**src/rtl/row_span_trim_encoder_defines.svh**
```systemverilog
// Assertion macros shared by the row span trim encoder RTL.
// Included by modules that carry concurrent assertions; depends on nothing.
`ifndef ROW_SPAN_TRIM_ENCODER_DEFINES_SVH
`define ROW_SPAN_TRIM_ENCODER_DEFINES_SVH

// Same-cycle implication, disabled while reset is asserted.
`define RSTE_ASSERT_IMPL(label, clk, rst_n, ante, cons) \
    label: assert property (@(posedge clk) disable iff (!rst_n) (ante) |-> (cons)) \
        else $error("row span trim encoder assertion failed");

// Next-cycle implication, disabled while reset is asserted.
`define RSTE_ASSERT_NEXT(label, clk, rst_n, ante, cons) \
    label: assert property (@(posedge clk) disable iff (!rst_n) (ante) |=> (cons)) \
        else $error("row span trim encoder assertion failed");

`endif

```
**src/rtl/rste_pkg.sv**
```systemverilog
// Package for the row span trim encoder: field widths, register indexes and the result type.
// Used by rste_cfg, rste_core and row_span_trim_encoder; depends on nothing.
package rste_pkg;

    localparam int PIXEL_W     = 32;
    localparam int ADDR_W      = 24;
    localparam int OFFSET_W    = 25;
    localparam int LEFT_W      = 12;
    localparam int CFG_DATA_W  = 13;
    localparam int CFG_INDEX_W = 2;

    localparam logic [CFG_INDEX_W-1:0] REG_ROW_WIDTH    = 2'd0;
    localparam logic [CFG_INDEX_W-1:0] REG_FRAME_HEIGHT = 2'd1;

    typedef struct packed {
        logic                write_valid;
        logic [ADDR_W-1:0]   write_address;
        logic [PIXEL_W-1:0]  write_value;
        logic                header_valid;
        logic [ADDR_W-1:0]   row_start;
        logic [LEFT_W-1:0]   row_left;
        logic                row_empty;
        logic [OFFSET_W-1:0] next_start;
        logic                frame_last;
    } rste_result_t;

endpackage

```
**src/rtl/rste_cfg.sv**
```systemverilog
// Configuration registers of the row span trim encoder, stored as clamped last indexes.
// Depends on rste_pkg.
module rste_cfg #(
    parameter int MAX_COLS = 4096,
    parameter int MAX_ROWS = 4096
) (
    input  logic                                clk,
    input  logic                                rst_n,
    input  logic                                cfg_valid,
    output logic                                cfg_ready,
    input  logic [rste_pkg::CFG_INDEX_W-1:0]    cfg_index,
    input  logic [rste_pkg::CFG_DATA_W-1:0]     cfg_data,
    output logic [$clog2(MAX_COLS)-1:0]         col_last,
    output logic [(MAX_ROWS > 1 ? $clog2(MAX_ROWS) : 1)-1:0] row_last
);
    import rste_pkg::*;

    localparam int CW = $clog2(MAX_COLS);
    localparam int RW = (MAX_ROWS > 1) ? $clog2(MAX_ROWS) : 1;
    localparam int EW = 18;
    localparam int RESET_COLS = (640 > MAX_COLS) ? MAX_COLS : 640;
    localparam int RESET_ROWS = (480 > MAX_ROWS) ? MAX_ROWS : 480;

    logic [CW-1:0] col_last_reg;
    logic [CW-1:0] col_last_next;
    logic [RW-1:0] row_last_reg;
    logic [RW-1:0] row_last_next;
    logic [EW-1:0] data_ext;
    logic [EW-1:0] col_clamped;
    logic [EW-1:0] row_clamped;

    assign cfg_ready = 1'b1;
    assign data_ext  = EW'(cfg_data);

    always_comb
    begin
        if (data_ext == '0)
        begin
            col_clamped = '0;
            row_clamped = '0;
        end
        else
        begin
            col_clamped = (data_ext > EW'(MAX_COLS)) ? EW'(MAX_COLS - 1) : data_ext - 1'b1;
            row_clamped = (data_ext > EW'(MAX_ROWS)) ? EW'(MAX_ROWS - 1) : data_ext - 1'b1;
        end
        col_last_next = col_last_reg;
        row_last_next = row_last_reg;
        if (cfg_valid && cfg_ready)
        begin
            if (cfg_index == REG_ROW_WIDTH)
            begin
                col_last_next = CW'(col_clamped);
            end
            else if (cfg_index == REG_FRAME_HEIGHT)
            begin
                row_last_next = RW'(row_clamped);
            end
        end
    end

    always_ff @(posedge clk or negedge rst_n)
    begin
        if (!rst_n)
        begin
            col_last_reg <= CW'(RESET_COLS - 1);
            row_last_reg <= RW'(RESET_ROWS - 1);
        end
        else
        begin
            col_last_reg <= col_last_next;
            row_last_reg <= row_last_next;
        end
    end

    assign col_last = col_last_reg;
    assign row_last = row_last_reg;

endmodule

```
**src/rtl/rste_core.sv**
```systemverilog
// Pixel datapath of the row span trim encoder: input register, span state and result register.
// Depends on rste_pkg and row_span_trim_encoder_defines.svh.
`include "row_span_trim_encoder_defines.svh"

module rste_core #(
    parameter int MAX_COLS = 4096,
    parameter int MAX_ROWS = 4096
) (
    input  logic                                clk,
    input  logic                                rst_n,
    input  logic [$clog2(MAX_COLS)-1:0]         col_last,
    input  logic [(MAX_ROWS > 1 ? $clog2(MAX_ROWS) : 1)-1:0] row_last,
    input  logic                                pixel_valid,
    output logic                                pixel_stall,
    input  logic [rste_pkg::PIXEL_W-1:0]        pixel_bits,
    output logic                                result_valid,
    input  logic                                result_stall,
    output rste_pkg::rste_result_t              result
);
    import rste_pkg::*;

    localparam int CW = $clog2(MAX_COLS);
    localparam int RW = (MAX_ROWS > 1) ? $clog2(MAX_ROWS) : 1;

    logic               in_valid_reg;
    logic [PIXEL_W-1:0] pix_reg;
    logic               out_valid_reg;
    rste_result_t       res_reg;
    rste_result_t       res_next;

    logic [CW-1:0]       col_reg;
    logic [RW-1:0]       row_reg;
    logic [OFFSET_W-1:0] base_reg;
    logic                open_reg;
    logic [CW-1:0]       left_reg;
    logic [CW-1:0]       lastnz_reg;

    logic                advance;
    logic                nonzero;
    logic                open_now;
    logic [CW-1:0]       left_now;
    logic [CW-1:0]       lastnz_now;
    logic                row_end;
    logic                frame_end;
    logic [CW-1:0]       col_offset;
    logic [CW:0]         span_len;
    logic [OFFSET_W-1:0] next_base;

    assign advance     = in_valid_reg && (!out_valid_reg || !result_stall);
    assign pixel_stall = in_valid_reg && !advance;

    always_comb
    begin
        nonzero    = |pix_reg[PIXEL_W-2:0];
        open_now   = open_reg || nonzero;
        left_now   = open_reg ? left_reg : col_reg;
        lastnz_now = nonzero ? col_reg : lastnz_reg;
        row_end    = col_reg >= col_last;
        frame_end  = row_reg >= row_last;
        col_offset = col_reg - left_now;
        span_len   = {1'b0, lastnz_now} - {1'b0, left_now} + 1'b1;
        next_base  = open_now ? base_reg + OFFSET_W'(span_len) : base_reg;

        res_next = '0;
        if (open_now)
        begin
            res_next.write_valid   = 1'b1;
            res_next.write_address = base_reg[ADDR_W-1:0] + ADDR_W'(col_offset);
            res_next.write_value   = pix_reg;
        end
        if (row_end)
        begin
            res_next.header_valid = 1'b1;
            res_next.row_start    = base_reg[ADDR_W-1:0];
            res_next.row_left     = open_now ? LEFT_W'(left_now) : '0;
            res_next.row_empty    = !open_now;
            res_next.next_start   = next_base;
            res_next.frame_last   = frame_end;
        end
    end

    always_ff @(posedge clk or negedge rst_n)
    begin
        if (!rst_n)
        begin
            in_valid_reg  <= 1'b0;
            out_valid_reg <= 1'b0;
            col_reg       <= '0;
            row_reg       <= '0;
            base_reg      <= '0;
            open_reg      <= 1'b0;
            left_reg      <= '0;
            lastnz_reg    <= '0;
        end
        else
        begin
            if (!pixel_stall)
            begin
                in_valid_reg <= pixel_valid;
            end
            if (advance)
            begin
                out_valid_reg <= 1'b1;
                if (row_end)
                begin
                    base_reg   <= frame_end ? '0 : next_base;
                    row_reg    <= frame_end ? '0 : row_reg + 1'b1;
                    col_reg    <= '0;
                    open_reg   <= 1'b0;
                    left_reg   <= '0;
                    lastnz_reg <= '0;
                end
                else
                begin
                    col_reg    <= col_reg + 1'b1;
                    open_reg   <= open_now;
                    left_reg   <= left_now;
                    lastnz_reg <= lastnz_now;
                end
            end
            else if (!result_stall)
            begin
                out_valid_reg <= 1'b0;
            end
        end
    end

    always_ff @(posedge clk)
    begin
        if (!pixel_stall && pixel_valid)
        begin
            pix_reg <= pixel_bits;
        end
        if (advance)
        begin
            res_reg <= res_next;
        end
    end

    assign result_valid = out_valid_reg;
    assign result       = res_reg;

    `RSTE_ASSERT_IMPL(a_empty_row_header, clk, rst_n,
        out_valid_reg && res_reg.header_valid && res_reg.row_empty,
        !res_reg.write_valid && (res_reg.next_start == {1'b0, res_reg.row_start}))
    `RSTE_ASSERT_NEXT(a_frame_end_restart, clk, rst_n,
        advance && row_end && frame_end,
        (base_reg == '0) && (row_reg == '0) && (col_reg == '0))
    `RSTE_ASSERT_IMPL(a_span_order, clk, rst_n,
        open_reg,
        (left_reg <= lastnz_reg) && (lastnz_reg < col_reg))
    `RSTE_ASSERT_NEXT(a_drain_empties, clk, rst_n,
        out_valid_reg && !result_stall && !in_valid_reg,
        !out_valid_reg)

endmodule

```
**src/rtl/row_span_trim_encoder.sv**
```systemverilog
// Top level of the row span trim encoder: configuration registers and pixel datapath.
// Depends on rste_pkg, rste_cfg and rste_core.
//
// The encoder takes one 32-bit pixel per transaction in raster order and presents one result
// per pixel from the result register, after the input register: a write into the packed data
// store from the row's first pixel with nonzero bits 30:0 on, and on a row's last pixel the row
// header. It sustains one pixel per clock unless result_stall holds a pending result. Row width
// and frame height are written at configuration port index 0 and 1; the user must write them
// only while the block is idle, which the block itself does not enforce. A value of 0 acts as 1
// and a value above MAX_COLS or MAX_ROWS acts as that maximum.
module row_span_trim_encoder #(
    parameter int MAX_COLS = 4096,
    parameter int MAX_ROWS = 4096
) (
    input  logic                              clk,
    input  logic                              rst_n,
    input  logic                              cfg_valid,
    output logic                              cfg_ready,
    input  logic [rste_pkg::CFG_INDEX_W-1:0]  cfg_index,
    input  logic [rste_pkg::CFG_DATA_W-1:0]   cfg_data,
    input  logic                              pixel_valid,
    output logic                              pixel_stall,
    input  logic [rste_pkg::PIXEL_W-1:0]      pixel_bits,
    output logic                              result_valid,
    input  logic                              result_stall,
    output logic                              write_valid,
    output logic [rste_pkg::ADDR_W-1:0]       write_address,
    output logic [rste_pkg::PIXEL_W-1:0]      write_value,
    output logic                              header_valid,
    output logic [rste_pkg::ADDR_W-1:0]       row_start,
    output logic [rste_pkg::LEFT_W-1:0]       row_left,
    output logic                              row_empty,
    output logic [rste_pkg::OFFSET_W-1:0]     next_start,
    output logic                              frame_last
);
    import rste_pkg::*;

    localparam int CW = $clog2(MAX_COLS);
    localparam int RW = (MAX_ROWS > 1) ? $clog2(MAX_ROWS) : 1;

    logic [CW-1:0] col_last;
    logic [RW-1:0] row_last;
    rste_result_t  result;

    rste_cfg #(
        .MAX_COLS (MAX_COLS),
        .MAX_ROWS (MAX_ROWS)
    ) u_cfg (
        .clk       (clk),
        .rst_n     (rst_n),
        .cfg_valid (cfg_valid),
        .cfg_ready (cfg_ready),
        .cfg_index (cfg_index),
        .cfg_data  (cfg_data),
        .col_last  (col_last),
        .row_last  (row_last)
    );

    rste_core #(
        .MAX_COLS (MAX_COLS),
        .MAX_ROWS (MAX_ROWS)
    ) u_core (
        .clk          (clk),
        .rst_n        (rst_n),
        .col_last     (col_last),
        .row_last     (row_last),
        .pixel_valid  (pixel_valid),
        .pixel_stall  (pixel_stall),
        .pixel_bits   (pixel_bits),
        .result_valid (result_valid),
        .result_stall (result_stall),
        .result       (result)
    );

    assign write_valid   = result.write_valid;
    assign write_address = result.write_address;
    assign write_value   = result.write_value;
    assign header_valid  = result.header_valid;
    assign row_start     = result.row_start;
    assign row_left      = result.row_left;
    assign row_empty     = result.row_empty;
    assign next_start    = result.next_start;
    assign frame_last    = result.frame_last;

endmodule
```
**config.mk**
```make
export PLATFORM = sky130hd
export DESIGN_NAME = row_span_trim_encoder
export DESIGN_NICKNAME = d
export VERILOG_FILES = /design/src/rtl/rste_pkg.sv /design/src/rtl/rste_cfg.sv /design/src/rtl/rste_core.sv /design/src/rtl/row_span_trim_encoder.sv
export VERILOG_INCLUDE_DIRS = /design/src /design/src/rtl
export SDC_FILE = /design/constraint.sdc
export NUM_CORES = 1
export LEC_CHECK = 0
export ABC_CLOCK_PERIOD_IN_PS = 7500
export BUFFER_PORTS_ARGS = -buffer_cell sky130_fd_sc_hd__buf_2
export CAP_MARGIN = 20
export CORE_ASPECT_RATIO = 1.75
export CORE_UTILIZATION = 50
export CTS_BUF_LIST = sky130_fd_sc_hd__clkbuf_16
export DETAILED_ROUTE_END_ITERATION = 7
export GPL_TIMING_DRIVEN = 0
export PLACE_DENSITY = 0.71
export SYNTH_ARGS = -nofsm -noshare
export SYNTH_HDL_FRONTEND = slang
export SYNTH_SLANG_ARGS = --single-unit
export TNS_END_PERCENT = 20
```
**constraint.sdc**
```tcl
create_clock -name clk -period 7.5 [get_ports clk]
set_input_delay 0.375 -clock clk [delete_from_list [all_inputs] [get_ports clk]]
set_output_delay 0.375 -clock clk [all_outputs]
set_load 0.02 [all_outputs]
```
# Yosys cells after proc, flatten, opt, wreduce, memory -nomap -nowiden
# Index checks and enable logic that the tools add are counted.
[op_classes]
add_sub_neg = 8
magnitude_cmp = 3
n_eq_ne = 2
muxes = 16
bitwise = 1
reduce_logical = 17
[op_table]
columns = ["cell", "count"]
rows = [
  ["two-way mux 12 bit", 9],
  ["two-way mux 64 bit", 1],
  ["two-way mux 57 bit", 1],
  ["two-way mux 25 bit", 2],
  ["OR reduction 31 bit", 1],
  ["adder 25 x 13 -> 25 bit", 1],
  ["adder 12 x 1 -> 12 bit (second input constant)", 2],
  ["adder 24 x 12 -> 24 bit", 1],
  [">= comparator 12 bit", 2],
  ["logical NOT 18 bit", 1],
  ["adder 13 x 1 -> 13 bit (second input constant)", 1],
  ["greater-than comparator 13 bit (second input constant)", 1],
  ["subtractor 12 x 12 -> 13 bit", 1],
  ["subtractor 12 x 1 -> 12 bit (second input constant)", 1],
  ["subtractor 12 bit", 1],
  ["AND reduction 2 bit", 3],
  ["logical NOT 1 bit", 5],
  ["logical AND 1 bit", 3],
  ["two-way mux 1 bit", 3],
  ["AND reduction 3 bit", 1],
  ["== test 2 x 1 -> 1 bit (second input constant)", 1],
  ["logical NOT 2 bit", 1],
  ["logical OR 1 bit", 2],
  ["inequality test 2 x 1 -> 1 bit (second input constant)", 1],
  ["inverter 1 bit", 1],
]
[totals]
reg_bits = 253
input_bits = 52
out_inout_bits = 124

# Depth between registers and ports, before layout
# Gate-level depths: netlist of run 1.
[depth]
word_depth = 7
depth_mapped = 24

# Cells and area by module
# A second synthesis of run 1 with hierarchy kept.
[unflattened]
hier_cells = 1265
hier_area_um2 = 13525.5
[modules_own_cells]
columns = ["mod", "n_inst", "cells_per_inst", "area_each_um2", "seq_area_each_um2"]
rows = [
  ["rste_core", 1, 1110, 12065.3, 6496.2],
  ["rste_cfg", 1, 155, 1460.2, 620.6],
]

# Worst setup path before layout of run 1
# No wires, ideal clock.
[synth_path]
path_type = "flip-flop to flip-flop"
startpoint = "register u_core.pix_reg[10]"
endpoint = "register u_core.res_reg, in the netlist u_core.result[20], data pin"
setup_time_ns = 0.266
t_arrival_ns = 5.221
required_time_ns = 7.234
path_slack_ns = 2.013
path_stages_with_launch = 22
n_path_buf = 2
synth_period_minus_slack_ns = 5.487
path_cell_list = "edfxtp_1 -> nor4_1 -> nand4_1 -> nor2_1 -> buf_2 -> mux2_2 -> ha_1 -> fa_1 -> a21o_1 -> a21oi_1 -> o21bai_1 -> a21oi_1 -> o21ai_0 -> xor2_1 -> ha_1 -> clkbuf_1 -> o21ai_0 -> and3_1 -> a211o_1 -> or2_2 -> xnor2_1 -> nor2_1"
[synth_via]
elab_chain_cells = 6
[synth_lines]
columns = ["element", "line_no", "source"]
rows = [
  ["from (decl)", "rste_core.sv:26", "logic [PIXEL_W-1:0] pix_reg;"],
  ["from (signal assigned)", "rste_core.sv:132", "pix_reg <= pixel_bits;"],
  ["OR reduction 31 bit *", "rste_core.sv:54", "nonzero = |pix_reg[PIXEL_W-2:0];"],
  ["two-way mux 12 bit", "rste_core.sv:57", "lastnz_now = nonzero ? col_reg : lastnz_reg;"],
  ["subtractor 12 x 12 -> 13 bit", "rste_core.sv:61", "span_len = {1'b0, lastnz_now} - {1'b0, left_now} + 1'b1;"],
  ["adder 13 x 1 -> 13 bit", "rste_core.sv:61", ""],
  ["adder 25 x 13 -> 25 bit", "rste_core.sv:62", "next_base = open_now ? base_reg + OFFSET_W'(span_len) : base_reg;"],
  ["two-way mux 25 bit *", "rste_core.sv:62", ""],
  ["to (signal assigned)", "rste_core.sv:136", "res_reg <= res_next;"],
  ["to (decl)", "rste_core.sv:28", "rste_result_t res_reg;"],
]
# Mark *: on every way between the ends. The rest lies on a longest branch, timed or not.
# A chain may end at the register's enable or synchronous reset.

# Final worst setup path of run 1
[layout_path]
startpoint = "register u_core.pix_reg[1]"
endpoint = "register u_core.res_reg, in the netlist u_core.result[20], data pin"
# The elaborated chain is that of the path after synthesis.

==> run_results.csv, run 1 <==
group,metric,value,unit
die,die_area,27400,um2
sta,slew_headroom,45.9,%
drt,totalWireLength,32.3,mm
setup_path,worstPathCellList,"nor4_1, nand4_1, nor2_1, buf_2, mux2_2, ha_1, fa_1, a21o_1, a21oi_1, o21bai_1, a21oi_1, o21ai_0, xor2_1, ha_1, clkbuf_1, and3_1, o221ai_1, a211o_1, or2_2, xnor2_1, nor2_1",
setup_path,crit_fanout,10,
cells_and_area,final_nets,1578,
sta,finalSetupTns,0,ns
cts,cts_sinks,253,
sta,clock.fmax,144,MHz
setup_path,worst_path_max_delay_cell,"nor2_1",
sta,clock_skew,0.0210,ns
synthesis,netlist_instances,1230,
drt,postRouteAntennaNets,0,
setup_path,path_class,"register to register",
cts,cts_tree,"built",
drt,vias_per_cell,5.67,
flow_run,cap_violations,0,
sta,rsz0062_at_grt,"no",
synthesis,syn-num-nets,1375,
sta,finalHoldViolCount,0,
drt,first_iter_violations,457,
sta,period_needed,6.95,ns
placement,hpwl,24.7,mm
power,p_leak,6.91,nW
placement,gp_congestion,0.920,
synthesis,syn_area,13400,um2
die,initial_core_util,51.3,%
global_route,grt_pass1_wl,50.7,mm
sta,worst_slew_pin_slew,0.812,ns
cts,clk_path_buf_depth,3,
setup_path,regToRegSetupSlack,0.55,ns
hold_path,holdCritPathClass,"input port to register",
die,io_pins,176,
drt,wl_per_cell,18.3,um
global_route,gr-total-overflow,0,
sta,holdWs,0.0196,ns
global_route,grt_max_degree,103,
drt,via_count,10036,
drt,drc_errors,21,
sta,slew_violations,0,
synthesis,ys.flop_type,"edfxtp_1",
outcome,outcome,"complete, but fails checks",
synthesis,synth.top_cell.area_share,34.4,%
synthesis,postSynth.asyncResetShare,39.5,%
setup_path,critPathLaunchType,"register",
die,die_y,218,um
global_route,antenna_found_initial,0,
setup_path,cp.required,7.77,ns
synthesis,synthTopCellsByArea,"edfxtp_1 34%, dfrtp_1 16%, ha_1 8.3%",
die,die_w,126,um
cts,cts_inserted_buffers,24,
global_route,grt_pass1_vias,10095,
setup_path,cpPeakStageDelay,0.60,ns
placement,io_buffers,173,
cts,root_buffer,"clkbuf_16",
sta,fin_crit_sh,92.6,%
synthesis,synth_cell_type_count,69,
synthesis,yosys.area.top_type,"edfxtp_1",
synthesis,seq_area_frac_synth,53.2,%
die,fp.coreArea,26100,um2
sta,setup_violations,0,
synthesis,yosysMostFrequentCell,"edfxtp_1",
cells_and_area,num_antenna_cells,0,
drt,drtPass1Iterations,8,
synthesis,synthTopCellsByCount,"153 x edfxtp_1, 117 x nand2_1, 89 x ha_1, 89 x nor2_1, 84 x dfrtp_1",
cells_and_area,post_route_cells_drive_above_1_share,18.6,%
cts,cts.clk_slew.worst_paths,0.06,ns
die,rows,78,
setup_path,crit_arrival,7.21,ns
outcome,violations,"DRC",
cts,htree_levels,1,
synthesis,synth-edff-count,153,
synthesis,synth-seq-cells,253,
power,ir_drop,0.197,mV
cells_and_area,largest_reg_flops,121,
cells_and_area,area_growth_syn_to_layout,16.1,%
synthesis,synth_warnings,0,
synthesis,avgSynthCellArea,10.9,um2
setup_path,end_kind,"register",
power,cellPowerDensity,329,nW/um2
cts,clock_latency,0.54,ns
global_route,grt_usage,23.6,%
[final cells by class]
type / count / area [um2]
clock inverter: 17 / 129
timing repair buffer: 177 / 941
fill: 2157 / 10500
buffer: 76 / 318
clock buffer: 27 / 676
inverter: 61 / 234
tap: 320 / 400
sequential: 253 / 7120
multi-input combinational: 840 / 5710
[timing repair]
item                      4_1_cts  5_1_grt
hold buffers                    1        0
resized for setup               0        0
hold endpoints to repair       29        0
buffers inserted                0        0
[cells in the final DEF (no fill, tap or decap), drive strengths merged, types with 28 or more instances in the layout]
cell	n
a21oi	64
a22o	28
and3	33
buf	191
clkbuf	88
dfrtp	84
edfxtp	153
ha	89
inv	68
nand2	117
nand3	40
nor2	89
o21ai	88
xnor2	45
[through the flow]
step | util, % | std cells | setup slack [ns] | power, mW | area (um2)
6_report | 59.6 | 1771 | 0.554 | 5.10 | 15500
4_1_cts | 59.6 | 1770 | 0.598 | 5.12 | 15500
2_1_floorplan | - | 1230 | 2.01 | 3.38 | 13400
3_3_place_gp | 56.2 | 1723 | 0.676 | 3.81 | 14600
3_5_place_dp | 56.4 | 1725 | 0.633 | 3.87 | 14700
5_1_grt | 59.6 | 1771 | 0.219 | 5.43 | 15500
[report_power, final]
group          total (mW)  internal [mW]  switching, mW
Sequential           1.81           1.69          0.120
Combinational        2.06          0.838           1.22
Clock                1.23          0.714          0.516
Total                5.10           3.25           1.85
[kinds of logic after synthesis]
| family | Yosys count | synth area share, % |
|---|---|---|
| and+or+nand+nor | 364 | 13.1 |
| AOI/OAI and AO/OA | 281 | 13.6 |
| xor gates and xnor gates | 68 | 4.45 |
| DFF | 253 | 53.2 |
| other | 1 | 0.0280 |
| adders and majority gates | 98 | 9.30 |
| buffers and inverters | 137 | 4.09 |
| muxes | 28 | 2.22 |
[metal layers]
metal  routed length, um  GRT usage, %  vias to the layer above  part of all wire, %
li1                    -             -                     4838                    -
met1               11600          24.2                     4828                   36
met2               17600          46.1                      300                   55
met3                1620          3.11                       70                  5.0
met4                1520          12.2                        0                  4.7
met5                   0             0                        -                    0
[critical path: cells and delay by family (launching register included)]
family / cells / cell delay (ns)
buf+inv: 2 / 0.67
simple gates: 6 / 2.12
compound gates: 7 / 1.69
xor+xnor: 2 / 0.36
mux: 1 / 0.36
flops: 1 / 0.39
fa+ha+maj: 3 / 1.09
[worst paths after layout]
| path | start | to | cells past startpoint |
|---|---|---|---|
| max in group asynchronous | rst_n | u_cfg.col_last[1] | 3 |
| setup reg to reg | u_core.pix_reg[1] | u_core.result[20] | 21 |
| min in group asynchronous | rst_n | u_core.base_reg[9] | 2 |
| setup / recovery | u_core.pix_reg[1] | u_core.result[20] | 21 |
| hold / removal | pixel_bits[10] | u_core.pix_reg[10] | 1 |
| hold reg to reg | u_cfg.row_last[9] | u_cfg.row_last[9] | 2 |
Note: power is estimated with default switching activity, not from simulation.
==> run 2: changes to the inputs <==
--- a/config.mk
+++ b/config.mk
@@ -10,11 +10,10 @@
 export BUFFER_PORTS_ARGS = -buffer_cell sky130_fd_sc_hd__buf_2
 export CAP_MARGIN = 20
 export CORE_ASPECT_RATIO = 1.75
-export CORE_UTILIZATION = 50
+export CORE_UTILIZATION = 34
 export CTS_BUF_LIST = sky130_fd_sc_hd__clkbuf_16
 export DETAILED_ROUTE_END_ITERATION = 7
 export GPL_TIMING_DRIVEN = 0
-export PLACE_DENSITY = 0.71
 export SYNTH_ARGS = -nofsm -noshare
 export SYNTH_HDL_FRONTEND = slang
 export SYNTH_SLANG_ARGS = --single-unit
==> run 2 against run 1 <==
Compared with the run above: the flow still finishes with violations (DRC); routed wire length up 8.8%; non-clock buffer count increased by 22; utilization decreased by 18 points; cell count up 11%; first-iteration DRC count is 12% higher; worst hold slack worse by 0.0048 ns; critical path type unchanged; largest cell class unchanged.
==> run_results.csv, run 2 (synthesized netlist as in run 1, its figures left out) <==
group,metric,value,unit
die,die_w,152,um
cells_and_area,postLayoutCellArea,15900,um2
sta,rsz0062_at_grt,"no",
cts,clk_path_buf_depth,3,
setup_path,crit_arrival,7.11,ns
setup_path,end_kind,"register",
cts,htree_levels,1,
cells_and_area,final_cell_mix,"183 x buf_2, 153 x edfxtp_1, 117 x nand2_1",
cells_and_area,num_antenna_cells,0,
die,die_area,40200,um2
cts,root_buffer,"clkbuf_16",
setup_path,ff2ff_path_depth,21,
cells_and_area,largest_reg_flops,121,
drt,first_iter_violations,512,
global_route,grt_pass1_vias,10266,
sta,slew_violations,0,
die,io_pins,176,
sta,clock_skew,0.0110,ns
placement,io_buffers,173,
die,die_y,264,um
cells_and_area,area_growth_syn_to_layout,19.1,%
global_route,antenna_found_initial,0,
global_route,grt_max_degree,104,
setup_path,crit_fanout,10,
cts,cts.clk_slew.worst_paths,0.07,ns
cells_and_area,multi_input_area,5710,um2
hold_path,min_path_cells,1,
setup_path,cp.required,7.78,ns
global_route,grt_pass1_wl,55.7,mm
cells_and_area,post_route_cells_drive_above_1_share,18.4,%
sta,fin_crit_sh,91.0,%
cells_and_area,fillers,3649,
cells_and_area,final_util,41.2,%
hold_path,holdCritPathClass,"input port to register",
drt,wl_per_cell,18.0,um
sta,slew_headroom,42.6,%
drt,vias_per_cell,5.11,
outcome,outcome,"complete, but fails checks",
power,power,5.10,mW
sta,setup_violations,0,
placement,gp_congestion,0.906,
drt,postRouteAntennaNets,0,
drt,drtPass1Iterations,8,
sta,clock.fmax,146,MHz
sta,finalSetupTns,0,ns
setup_path,critPathLaunchType,"register",
drt,drc_errors,36,
power,ir_drop,0.212,mV
sta,period_needed,6.83,ns
setup_path,path_class,"register to register",
cts,cts_tree,"built",
placement,hpwl,27.0,mm
flow_run,cap_violations,0,
sta,holdWs,0.0149,ns
placement,place_area,14900,um2
sta,worst_slew_pin_slew,0.862,ns
cts,clock_latency,0.54,ns
cts,cts_inserted_buffers,24,
cells_and_area,final_common_cell,"buf_2",
drt,totalWireLength,35.2,mm
power,p_leak,6.99,nW
cells_and_area,final_nets,1600,
cells_and_area,register_area,7120,um2
die,fp.coreArea,38600,um2
power,cellPowerDensity,320,nW/um2
die,initial_core_util,34.6,%
global_route,grt_usage,17.7,%
sta,finalHoldViolCount,0,
outcome,violations,"DRC",
cts,cts_sinks,253,
drt,via_count,10006,
global_route,gr-total-overflow,0,
cts,cts_setup_buffers,0,
die,rows,95,
-- run 2: changes by cell type in the layout (fill, tap and decap cells not counted) --
cell,previous run,this run
inv_4,0,1
inv_2,3,5
inv_1,63,62
bufinv_16,2,1
dlygate4sd3_1,1,23
clkinv_2,3,1
clkinv_4,0,1
-- run 2: path summary, 6_finish.rpt --
kind | start | endpoint | slack (ns)
setup / recovery | u_core.pix_reg[19] | u_core.result[25] | 0.67
hold / removal | pixel_bits[22] | u_core.pix_reg[22] | 0.01
setup reg to reg | u_core.pix_reg[19] | u_core.result[25] | 0.67
hold reg to reg | u_cfg.row_last[10] | u_cfg.row_last[10] | 0.47
max in group asynchronous | rst_n | u_core.base_reg[1] | 6.41
min in group asynchronous | rst_n | u_cfg.row_last[11] | 0.36
-- run 2: cell type report --
class | instances | share of cell area, %
buffer | 76 | 1.99
clock buffer | 27 | 4.24
clock inverter | 17 | 0.675
inverter | 61 | 1.47
multi-input combinational | 840 | 35.8
sequential | 253 | 44.7
tap | 485 | 3.81
timing repair buffer | 199 | 7.29
-- run 2: power by group --
group | switching (mW) | internal (mW)
sequential | 0.123 | 1.69
clock | 0.543 | 0.682
combinational | 1.21 | 0.844
-- run 2: repair_timing --
item	4_1_cts	5_1_grt
gates resized for setup	0	0
hold buffers	23	0
endpoints found under the hold margin	47	0
-- run 2: worst max-delay path, cell delays in order, from the launching register on --
cell      delay (ns)
edfxtp_1        0.40
nor4_1          0.41
nand4_1         0.42
nor2_1          0.58
buf_2           0.34
mux2_2          0.37
ha_1            0.32
fa_1            0.47
a21o_1          0.18
a21oi_1         0.24
o21bai_1        0.09
a21oi_1         0.24
o21ai_0         0.22
xor2_1          0.19
ha_1            0.29
clkbuf_1        0.29
nand2_1         0.13
nor4_1          0.32
a21oi_2         0.19
o41a_1          0.47
xnor2_1         0.32
nor2_1          0.07
-- run 2: layer usage --
layer	vias to the layer above	share of wire, %	GRT usage [%]
li1	4875	-	-
met1	4819	35	17.4
met2	223	56	35.3
met3	89	3.4	1.91
met4	0	5.4	10.1
met5	-	0	0
-- run 2: through the flow --
stage               instances  setup WS (ns)
finish                   1958          0.674
floorplan                1230           2.01
CTS                      1958          0.489
global route             1958          0.209
detailed placement       1891          0.530
global placement         1888          0.616
==> run 3: changes to the inputs <==
--- a/config.mk
+++ b/config.mk
@@ -9,11 +9,10 @@
 export ABC_CLOCK_PERIOD_IN_PS = 7500
 export BUFFER_PORTS_ARGS = -buffer_cell sky130_fd_sc_hd__buf_2
 export CAP_MARGIN = 20
-export CORE_ASPECT_RATIO = 1.75
-export CORE_UTILIZATION = 34
+export CORE_ASPECT_RATIO = 1.2
+export CORE_UTILIZATION = 42
 export CTS_BUF_LIST = sky130_fd_sc_hd__clkbuf_16
 export DETAILED_ROUTE_END_ITERATION = 7
-export GPL_TIMING_DRIVEN = 0
 export SYNTH_ARGS = -nofsm -noshare
 export SYNTH_HDL_FRONTEND = slang
 export SYNTH_SLANG_ARGS = --single-unit
==> run 3 against run 2 <==
Compared with the run above: the flow now finishes without violations; sequential power is essentially flat; cell area down 2.7%; critical path depth down 1; global-route usage up 1.5 points; first-iteration DRC count increased by 7.4%; fmax up 17%.
==> run_results.csv, run 3 (synthesized netlist as in run 1, its figures left out) <==
group,metric,value,unit
drt,maxUsedRoutingLayer,"met4",
sta,fin_crit_sh,77.5,%
cells_and_area,area_growth_syn_to_layout,15.9,%
sta,worst_slew_pin_slew,1.07,ns
drt,dr_wl_met2,15.4,mm
die,fp.coreArea,31400,um2
global_route,gr-total-overflow,0,
cells_and_area,largest_reg_flops,121,
global_route,grt_pass1_vias,9444,
drt,totalWireLength,31.3,mm
placement,gp_congestion,0.852,
sta,clock.fmax,172,MHz
cells_and_area,num_antenna_cells,0,
setup_path,worst_path_max_delay_cell,"fa_1",
cts,cts-resized-gates,0,
die,die_area,32600,um2
sta,rsz0062_at_grt,"no",
setup_path,critPathLaunchType,"register",
power,power,5.00,mW
drt,wl_per_cell,17.3,um
cts,root_buffer,"clkbuf_16",
sta,period_needed,5.82,ns
cts,cts_inserted_buffers,25,
cells_and_area,final_common_cell,"buf_2",
setup_path,cpLargestDelayFamily,"compound AO/OA/AOI/OAI gates",
sta,clock_skew,0.0141,ns
setup_path,crit_arrival,6.09,ns
cts,cts.clk_slew.worst_paths,0.06,ns
global_route,antenna_found_initial,0,
sta,slew_violations,0,
global_route,grt_max_degree,85,
setup_path,path_class,"register to register",
power,p_leak,6.87,nW
cts,cts_setup_buffers,0,
sta,setup_violations,0,
cells_and_area,post_route_cells_drive_above_1_share,18.6,%
drt,met3_length,1.28,mm
setup_path,worstPathCellList,"nor4_1, nand4_1, nor2_1, buf_4, mux2_2, ha_1, fa_1, a21o_1, a21oi_1, o21bai_1, a21oi_1, o21ai_0, xor2_1, ha_1, o21ai_0, and3_1, a211o_1, or2_2, xnor2_1, nor2_1",
cts,cts_tree,"built",
cells_and_area,final_cell_mix,"174 x buf_2, 153 x edfxtp_1, 117 x nand2_1",
flow_run,cap_violations,0,
power,cellPowerDensity,323,nW/um2
drt,vias_per_cell,5.28,
global_route,grt_pass1_wl,49.0,mm
placement,hpwl,22.3,mm
sta,slew_headroom,28.9,%
outcome,outcome,"complete, no violations",
global_route,grt_usage,19.1,%
drt,first_iter_violations,550,
cts,cts_sinks,253,
die,rows,71,
drt,postRouteAntennaNets,0,
setup_path,cpPeakStageDelay,0.47,ns
sta,finalSetupTns,0,ns
die,initial_core_util,42.6,%
setup_path,crit_fanout,16,
drt,drc_errors,0,
setup_path,cp.required,7.77,ns
setup_path,end_kind,"register",
placement,io_buffers,174,
setup_path,cp.buffers_inverters,1,
die,die_y,197,um
cts,clk_path_buf_depth,3,
drt,drtPass1Iterations,4,
cts,htree_levels,1,
cts,clock_latency,0.55,ns
hold_path,holdCritPathClass,"input port to register",
sta,finalHoldViolCount,0,
drt,via_count,9555,
die,io_pins,176,
die,die_w,165,um
power,ir_drop,0.203,mV
cells_and_area,final_nets,1537,
drt,drt-met1-wl,14.0,mm
run 3: cell count changes in the layout (fill, tap and decap cells not counted), moves of 2 or more:
cell | before | now
buf_16 | 2 | 0
buf_2 | 183 | 174
buf_4 | 5 | 12
clkbuf_1 | 61 | 0
clkbuf_16 | 27 | 25
clkinv_2 | 1 | 5
dlygate4sd3_1 | 23 | 25
inv_1 | 62 | 65
inv_2 | 5 | 3
inv_6 | 2 | 0
run 3: area by class of cell:
| cell class | count | area (um2) |
|---|---|---|
| fillers | 2874 | 15900 |
| inverters | 61 | 231 |
| repair buffers | 211 | 1210 |
| clock inverters | 19 | 93.8 |
| clock buffers | 25 | 626 |
| multi-input cells | 840 | 5710 |
| flip-flops and latches | 253 | 7120 |
| well taps | 401 | 502 |
run 3: metal layers:
metal | vias up | GRT usage, %
met5 | - | 0
met3 | 37 | 2.18
met2 | 198 | 33.7
li1 | 4755 | -
met4 | 0 | 5.64
met1 | 4565 | 24.5
run 3: path summary, 6_finish.rpt:
| path | from | end | slack (ns) | depth (start not counted) |
|---|---|---|---|---|
| hold reg to reg | u_core.pix_reg[2] | u_core.result[66] | 0.45 | 0 |
| setup reg to reg | u_core.pix_reg[10] | u_core.result[20] | 1.68 | 20 |
| setup / recovery | u_core.pix_reg[10] | u_core.result[20] | 1.68 | 20 |
| hold / removal | pixel_bits[7] | u_core.pix_reg[7] | 0.03 | 1 |
| max in group asynchronous | rst_n | u_core.left_reg[0] | 5.92 | 3 |
| min in group asynchronous | rst_n | u_cfg.row_last[9] | 0.45 | 2 |
run 3: what timing repair did:
action / in CTS / in global routing
hold buffers: 25 / 0
endpoints found under the hold margin: 60 / 0
endpoints found under the setup margin: 0 / 0
run 3: where the power goes:
part	internal, mW	total (mW)	switching, mW
combinational	0.839	2.06	1.22
clock	0.605	1.13	0.522
sequential	1.70	1.82	0.128
run 3: stage by stage:
step / instance area (um2) / hold slack, ns / worst slack, ns / util [%] / instances
after floorplan: 13400 / 0.0794 / 2.01 / - / 1230
after global placement: 14500 / 0.430 / 1.76 / 46.3 / 1739
after detailed placement: 14500 / 0.435 / 1.68 / 46.3 / 1740
after CTS: 15500 / 0.00488 / 1.65 / 49.4 / 1809
after global routing: 15500 / 0.00752 / 1.29 / 49.4 / 1810
final: 15500 / 0.0252 / 1.68 / 49.4 / 1810
